## config.mk

```make
export PLATFORM = sky130hd
export DESIGN_NAME = ffha_sequencer
export DESIGN_NICKNAME = d
export VERILOG_FILES = /design/src/sv/ffha_pkg.sv /design/src/sv/ffha_sequencer.sv
export SDC_FILE = /design/constraint.sdc
export NUM_CORES = 1
export LEC_CHECK = 0
export BUFFER_PORTS_ARGS = -buffer_cell sky130_fd_sc_hd__buf_2
export CAP_MARGIN = 20
export CORE_AREA = 2 2 45 47
export CTS_CLUSTER_SIZE = 10
export DETAILED_ROUTE_END_ITERATION = 8
export DIE_AREA = 0 0 47 49
export PLACE_DENSITY = 0.68
export SLEW_MARGIN = 30
export SYNTH_ARGS = -nofsm -noshare
export SYNTH_HDL_FRONTEND = slang
export SYNTH_SLANG_ARGS = --single-unit
```

## constraint.sdc

```tcl
create_clock -name clk -period 2.11 [get_ports clk]
set_clock_uncertainty 0.2 [all_clocks]
set_input_delay 0.422 -clock clk [delete_from_list [all_inputs] [get_ports clk]]
set_output_delay 0.422 -clock clk [all_outputs]
set_load 0.01 [all_outputs]
```

## src/sv/ffha_pkg.sv

```systemverilog
`default_nettype none
package ffha_pkg;

  localparam logic [1:0] STATUS_OK       = 2'd0;
  localparam logic [1:0] STATUS_OOM      = 2'd1;
  localparam logic [1:0] STATUS_BAD_FREE = 2'd2;

  localparam int REQ_W = 16;
  localparam int PU_W  = 12;

  typedef enum logic [3:0] {
    S_IDLE,
    S_DISPATCH,
    S_A_DIV,
    S_A_LOOP,
    S_A_WAIT,
    S_A_TAKE,
    S_A_APPEND,
    S_A_NEW,
    S_OOM,
    S_F_CHECK,
    S_F_LOOP,
    S_F_WAIT,
    S_F_HIT,
    S_F_DO,
    S_BAD,
    S_OUT
  } step_t;

  typedef enum logic [3:0] {
    C_ALWAYS,
    C_IN_VALID,
    C_OP_FREE,
    C_H_END,
    C_NOFIT,
    C_NOROOM,
    C_PU_ZERO,
    C_F_STOP,
    C_F_MISS,
    C_BLK_FREE,
    C_OUT_BUSY
  } cond_t;

  typedef enum logic [2:0] {
    ACT_NONE,
    ACT_TAKE,
    ACT_NEW,
    ACT_OOM,
    ACT_FREE,
    ACT_BAD
  } act_t;

  typedef struct packed {
    logic  accept;
    logic  div_q;
    logic  div_fix;
    logic  mem_rd;
    logic  adv;
    act_t  act;
    logic  out_stage;
    cond_t cond;
    step_t jmp;
    step_t nxt;
  } ucw_t;

  typedef struct packed {
    ucw_t uw;
    logic taken;
  } ctl_t;

  typedef struct packed {
    logic in_valid;
    logic op_free;
    logic h_end;
    logic nofit;
    logic noroom;
    logic pu_zero;
    logic f_stop;
    logic f_miss;
    logic blk_free;
    logic out_busy;
  } flags_t;

  function automatic ucw_t ucode(step_t s);
    ucw_t w;
    w = '0;
    case (s)
      S_IDLE: begin
        w.accept = 1'b1;
        w.cond   = C_IN_VALID;
        w.jmp    = S_DISPATCH;
        w.nxt    = S_IDLE;
      end
      S_DISPATCH: begin
        w.div_q = 1'b1;
        w.cond  = C_OP_FREE;
        w.jmp   = S_F_CHECK;
        w.nxt   = S_A_DIV;
      end
      S_A_DIV: begin
        w.div_fix = 1'b1;
        w.cond    = C_ALWAYS;
        w.jmp     = S_A_LOOP;
      end
      S_A_LOOP: begin
        w.mem_rd = 1'b1;
        w.cond   = C_H_END;
        w.jmp    = S_A_APPEND;
        w.nxt    = S_A_WAIT;
      end
      S_A_WAIT: begin
        w.adv  = 1'b1;
        w.cond = C_NOFIT;
        w.jmp  = S_A_LOOP;
        w.nxt  = S_A_TAKE;
      end
      S_A_TAKE: begin
        w.act  = ACT_TAKE;
        w.cond = C_ALWAYS;
        w.jmp  = S_OUT;
      end
      S_A_APPEND: begin
        w.cond = C_NOROOM;
        w.jmp  = S_OOM;
        w.nxt  = S_A_NEW;
      end
      S_A_NEW: begin
        w.act  = ACT_NEW;
        w.cond = C_ALWAYS;
        w.jmp  = S_OUT;
      end
      S_OOM: begin
        w.act  = ACT_OOM;
        w.cond = C_ALWAYS;
        w.jmp  = S_OUT;
      end
      S_F_CHECK: begin
        w.cond = C_PU_ZERO;
        w.jmp  = S_BAD;
        w.nxt  = S_F_LOOP;
      end
      S_F_LOOP: begin
        w.mem_rd = 1'b1;
        w.cond   = C_F_STOP;
        w.jmp    = S_BAD;
        w.nxt    = S_F_WAIT;
      end
      S_F_WAIT: begin
        w.adv  = 1'b1;
        w.cond = C_F_MISS;
        w.jmp  = S_F_LOOP;
        w.nxt  = S_F_HIT;
      end
      S_F_HIT: begin
        w.cond = C_BLK_FREE;
        w.jmp  = S_BAD;
        w.nxt  = S_F_DO;
      end
      S_F_DO: begin
        w.act  = ACT_FREE;
        w.cond = C_ALWAYS;
        w.jmp  = S_OUT;
      end
      S_BAD: begin
        w.act  = ACT_BAD;
        w.cond = C_ALWAYS;
        w.jmp  = S_OUT;
      end
      S_OUT: begin
        w.out_stage = 1'b1;
        w.cond      = C_OUT_BUSY;
        w.jmp       = S_OUT;
        w.nxt       = S_IDLE;
      end
      default: begin
        w.cond = C_ALWAYS;
        w.jmp  = S_IDLE;
      end
    endcase
    return w;
  endfunction

endpackage
`default_nettype wire

```

## src/sv/ffha_sequencer.sv

```systemverilog
`default_nettype none
module ffha_sequencer (
  input  logic            clk,
  input  logic            rst_n,
  input  ffha_pkg::flags_t flags,
  output ffha_pkg::ctl_t   ctl
);
  import ffha_pkg::*;

  step_t step_r;
  step_t step_nxt;
  ucw_t  uw;
  logic  taken;

  always_ff @(posedge clk) begin
    if (!rst_n) begin
      step_r <= S_IDLE;
    end else begin
      step_r <= step_nxt;
    end
  end

  always_comb begin
    uw = ucode(step_r);
    case (uw.cond)
      C_ALWAYS:   taken = 1'b1;
      C_IN_VALID: taken = flags.in_valid;
      C_OP_FREE:  taken = flags.op_free;
      C_H_END:    taken = flags.h_end;
      C_NOFIT:    taken = flags.nofit;
      C_NOROOM:   taken = flags.noroom;
      C_PU_ZERO:  taken = flags.pu_zero;
      C_F_STOP:   taken = flags.f_stop;
      C_F_MISS:   taken = flags.f_miss;
      C_BLK_FREE: taken = flags.blk_free;
      C_OUT_BUSY: taken = flags.out_busy;
      default:    taken = 1'b1;
    endcase
    step_nxt  = taken ? uw.jmp : uw.nxt;
    ctl.uw    = uw;
    ctl.taken = taken;
  end

  step_t prev_step_r;
  always_ff @(posedge clk) begin
    prev_step_r <= step_r;
  end

  a_out_returns_idle: assert property (@(posedge clk) disable iff (!rst_n)
    (uw.out_stage && !flags.out_busy) |=> (step_r == S_IDLE))
    else $error("result stage did not return to idle");

  a_accept_dispatches: assert property (@(posedge clk) disable iff (!rst_n)
    (uw.accept && flags.in_valid) |=> (step_r == S_DISPATCH))
    else $error("accepted word not dispatched");

  a_walk_pairs: assert property (@(posedge clk) disable iff (!rst_n)
    (step_r == S_A_WAIT) |-> (prev_step_r == S_A_LOOP))
    else $error("header check without a preceding read");

endmodule
`default_nettype wire

```

==> results of run 1 <==
-- power breakdown --
group	internal (W)	leakage [nW]	switching (W)	total, W
Sequential	0.000120	0.0357	0.0000656	0.000186
Clock	0.0000637	0.0138	0.0000320	0.0000956
Combinational	0.000659	0.454	0.000637	0.00130
Total	0.000843	0.503	0.000735	0.00158
-- worst max-delay path, stage by stage (launching register included) --
cell and delay (ps):
dfxtp_4 410, nand3b_1 130, a211oi_1 70, a2111o_1 440, nor2_4 110, inv_2 50
buf_6 110
-- kinds of logic (layout without fill, tap and decap cells) --
kind of cell / after synthesis / after routing / share of synthesized area
buffers and inverters: 15 / 59 / 0.171
AO/OA/AOI/OAI: 34 / 34 / 0.339
AND/OR/NAND/NOR: 34 / 34 / 0.286
multiplexers: 1 / 1 / 0.0143
XOR/XNOR: 6 / 6 / 0.0750
flip-flops: 4 / 4 / 0.114
-- layout make-up --
cell class              instances  area [um2]
clock buffers                   3        22.5
repair buffers                 51         334
fillers                       181         785
multi-input cells              75         553
inverters                       5        18.8
well taps                      27        33.8
flip-flops and latches          4        95.1
-- timing repair --
item                                   CTS  global route
setup buffers                            4             1
gates cloned                             0             0
gates resized for setup                 11            18
endpoints found under the hold margin    0             0
setup endpoints to repair               13            11
pin swaps                                3             4
-- per-layer routing --
metal	up-vias	share of wire
met1	393	0.45
met3	0	0.037
met2	26	0.52
met4	0	0
li1	427	-
met5	-	0
-- placed cells by master, fill, tap and decap left out, types with 2 or more instances in the layout --
cell / instances
nor3_1: 3
xnor2_1: 4
clkbuf_4: 3
a21oi_2: 2
nor2_1: 3
a21oi_1: 6
nand2_1: 9
nand2_2: 2
and2_1: 2
nand3b_1: 2
dfxtp_4: 4
buf_4: 13
o31ai_1: 3
o2bb2ai_1: 2
buf_2: 32
o21ai_0: 3
o22ai_1: 4
or2b_4: 2
buf_6: 5
inv_1: 4
o21ai_1: 3
-- final timing paths --
| check | from | endpoint | slack [ps] | depth (start not counted) |
|---|---|---|---|---|
| worst max-delay path | step_r[1] | ctl[0] | -70 | 6 |
| worst min-delay path | rst_n | step_r[3] | 270 | 3 |
| worst max register to register | step_r[1] | step_r[2] | 130 | 7 |
| worst min register to register | step_r[1] | step_r[3] | 530 | 2 |
-- metrics by stage --
step                hold slack (ps)  utilization  power (W)  instances  instance area [um2]
global placement                515        0.486    0.00122        157                  896
global route                    277        0.574    0.00172        165                 1060
CTS                             258        0.533    0.00146        164                  982
detailed placement              513        0.486    0.00124        157                  896
floorplan                       351            -   0.000970         94                  701
finish                          271        0.574    0.00158        165                 1060
==> flow_metrics.tcl, run 1 <==
set metrics [dict create \
    use_met1 0.252 \
    crit_path_end_kind "output port" \
    synth_cells 94 \
    cts.clk_slew.worst_paths_ps 40 \
    required_ps 1490 \
    place_hpwl_um 1480 \
    setup_ws_ps -70.3 \
    ys_top_cells_by_area "dfxtp_1, xnor2_1, nand2_1" \
    fin_setup_tns_ps -81.4 \
    wl_um 2020 \
    cts.sinks 4 \
    die_y_um 49 \
    drcViolationCount 0 \
    fp.dieW_um 47 \
    arrival_ps 1560 \
    synth-main-ff-cell "dfxtp_1" \
    hold_path_class "input port to flip-flop" \
    cts_tree "built" \
    relSlewSlack 0.809 \
    top_regs "step_r x4" \
    pre_cts_ws_ps 20.1 \
    clock.fmax_mhz 459 \
    synth_top_area_frac 0.114 \
    worstSetupPathType "flip-flop to output port" \
    antenna_found_initial 0 \
    grt_usage 0.181 \
    ys_types 46 \
    die-area_um2 2300 \
    hold_buffers 0 \
    start_kind "flip-flop" \
    wire_per_inst_um 12.2 \
    cap_violations 0 \
    grt_start_max_net_pins 20 \
    nNetsFinal 152 \
    drt-pass1-iter-count 4 \
    synth_edf_count 0 \
    timing.final.max_slew_violations 0 \
    areaGrowthSynthToFinish_pct 50.9 \
    worstPathMaxFanout 10 \
    fin_crit_ps 2180 \
    violations "setup timing" \
    grt_util_met3 0.0333 \
    core-area_um2 1840 \
    place.gp.congestion 0.791 \
    cts_buffer_depth 2 \
    grt_overflow 0 \
    top_register "step_r" \
    setup_viol 2 \
    drive_gt1_frac 0.536 \
    outcome "finished, violations left" \
    syn_nets 106 \
    avgSynthCellArea_um2 7.45 \
    h-tree-depth 1 \
    global_route.peak_usage_layer "met2" \
    drt-initial-drc-count 6 \
    avgViaCountPerCell 5.13 \
    tightestPinTransition_ps 283 \
    ant_nets 0 \
    yosysMostFrequentCell "nand2_1" \
    io_pins 34 \
    rsz0062_at_grt "true" \
    ys_seq_area_frac 0.114 \
    largest_reg_flops 4 \
    yosys_warnings 0 \
    ir_worst_vdd_mv 0.835 \
    cts_buffers 3 \
    leakagePower_nw 0.503 \
    yosysTopAreaCell "dfxtp_1" \
    synth_common_cells "nand2_1, a21oi_1, o21ai_0, xnor2_1" \
    finalCritPeriodShare 1.03 \
    num_antenna_cells 0 \
    vias 846 \
    clock_latency_ps 230 \
    hold_viol 0 \
    io_buffer_count 33 \
    async_flop_share 0 \
    grt_pass1_vias 786 \
    met2_usage 0.297 \
    synth.ff_latch_count 4 \
    powerDensity_nw_per_um2 1490 \
    synth_area_um2 701 \
    grt_pass1_wl_um 3210 \
    rows 16 \
    initial_core_util 0.380 \
    cts_root_buf "clkbuf_4" \
]
(Power assumes the default switching activity.)
==> run 2, diff against run 1 <==
--- a/config.mk
+++ b/config.mk
@@ -7,11 +7,13 @@
 export LEC_CHECK = 0
 export BUFFER_PORTS_ARGS = -buffer_cell sky130_fd_sc_hd__buf_2
 export CAP_MARGIN = 20
-export CORE_AREA = 2 2 45 47
+export CELL_PAD_IN_SITES_DETAIL_PLACEMENT = 1
+export CELL_PAD_IN_SITES_GLOBAL_PLACEMENT = 1
+export CORE_AREA = 2 2 51 53
 export CTS_CLUSTER_SIZE = 10
 export DETAILED_ROUTE_END_ITERATION = 8
-export DIE_AREA = 0 0 47 49
-export PLACE_DENSITY = 0.68
+export DIE_AREA = 0 0 53 55
+export PLACE_DENSITY = 0.75
 export SLEW_MARGIN = 30
 export SYNTH_ARGS = -nofsm -noshare
 export SYNTH_HDL_FRONTEND = slang
==> flow_metrics.tcl, run 2 (synthesized netlist as in run 1, its figures left out) <==
set metrics [dict create \
    grt_pass1_vias 817 \
    cap_violations 0 \
    drive_gt1_frac 0.566 \
    post-route-cell-area_um2 1090 \
    start_kind "flip-flop" \
    relSlewSlack 0.766 \
    drt-initial-drc-count 11 \
    cts_root_buf "clkbuf_4" \
    grt_pass1_wl_um 3870 \
    mostFrequentLayoutCell "buf_2" \
    grt_start_max_net_pins 13 \
    powerDensity_nw_per_um2 1510 \
    setup_ws_ps -147 \
    met2_length_um 1410 \
    clock_latency_ps 230 \
    crit_path_end_kind "output port" \
    highest_layer "met4" \
    rows 18 \
    power_w 0.00165 \
    leakagePower_nw 0.526 \
    rsz0062_at_grt "true" \
    drcViolationCount 0 \
    h-tree-depth 1 \
    largest_reg_flops 4 \
    arrival_ps 1630 \
    reg2regPathDepth 7 \
    worstPathMaxFanout 6 \
    final_cells 173 \
    power_switching_share 0.482 \
    grt_usage 0.179 \
    nNetsFinal 157 \
    top_register "step_r" \
    fin_crit_ps 2260 \
    ant_nets 0 \
    switchingPower_w 0.000793 \
    grt_overflow 0 \
    worst_hold_path.num_cells 3 \
    wire_per_inst_um 15.4 \
    io_pins 34 \
    n_fill_cell 319 \
    clock.fmax_mhz 443 \
    die_y_um 55 \
    avgViaCountPerCell 5.13 \
    placed_cells 159 \
    outcome "finished, violations left" \
    hold_buffers 0 \
    hold_viol 0 \
    setup_viol 1 \
    violations "setup timing" \
    finalCritPeriodShare 1.07 \
    vias 888 \
    fp.dieW_um 53 \
    ir_worst_vdd_mv 0.902 \
    seqPwrFrac 0.110 \
    comb_power_share 0.833 \
    utilization 0.461 \
    cts_buffer_depth 2 \
    timing.final.max_slew_violations 0 \
    p_clk_frac 0.057 \
    wl_um 2660 \
    cts.sinks 4 \
    drt-pass1-iter-count 4 \
    antenna_found_initial 0 \
    cts.clk_slew.worst_paths_ps 40 \
    hold_path_class "input port to flip-flop" \
    cts_buffers 3 \
    required_ps 1490 \
    core-area_um2 2360 \
    io_buffer_count 33 \
    met1_length_um 1090 \
    intPower_w 0.000853 \
    place.gp.congestion 0.816 \
    cts_tree "built" \
    top_regs "step_r x4" \
    tightestPinTransition_ps 349 \
    areaGrowthSynthToFinish_pct 55.7 \
    wl_met3_um 129 \
    final_cell_mix "buf_2, buf_4, nand2_1" \
    placed_cell_area_um2 892 \
    place_hpwl_um 1800 \
    worstSetupPathType "flip-flop to output port" \
    die-area_um2 2920 \
    initial_core_util 0.296 \
    num_antenna_cells 0 \
]
-- run 2: area by class of cell --
type,instances,area [um2],share of cell area
clock buffer,3,22.5,0.0206
multi-input combinational,75,547,0.501
tap,30,37.5,0.0344
timing repair buffer,56,367,0.336
inverter,5,22.5,0.0206
sequential,4,95.1,0.0872
-- run 2: path summary, 6_finish.rpt --
path | to | slack, ps | startpoint
worst max-delay path | ctl[0] | -150 | step_r[2]
worst min-delay path | step_r[0] | 300 | rst_n
worst max register to register | step_r[2] | 60 | step_r[2]
worst min register to register | step_r[0] | 600 | step_r[0]
-- run 2: stage by stage --
step	hold slack [ps]	setup slack, ps	TNS (ps)
global route	321	-232	-712
finish	301	-147	-147
floorplan	351	121	0
CTS	290	-101	-120
detailed placement	546	-86.1	-101
global placement	530	-23.9	-23.9
-- run 2: timing repair --
| item | CTS | global route |
|---|---|---|
| gates resized for setup | 14 | 15 |
| endpoints found under the setup margin | 15 | 13 |
| buffers inserted | 8 | 3 |
| pin swaps | 3 | 5 |
-- run 2: power by group through the flow --
stage	clock network [W]	logic, W	registers, W
3_3_place_gp	0	0.00104	0.000162
3_5_place_dp	0	0.00107	0.000167
6_report	0.0000936	0.00137	0.000181
4_1_cts	0.0000957	0.00123	0.000178
2_1_floorplan	0	0.000842	0.000128
5_1_grt	0.000104	0.00148	0.000191
-- run 2: layer usage --
layer,track usage,vias up
met1,0.224,415
met3,0.0188,4
met4,0.0385,0
met5,0,-
met2,0.331,31
li1,-,438
-- run 2: worst max-delay path, stage by stage, from the launching register on --
cell and delay [ps]:
dfxtp_4 350, buf_4 150, xnor2_1 180, a221oi_2 340, a21oi_2 90, nor2_4 130, inv_2 50, buf_6 110
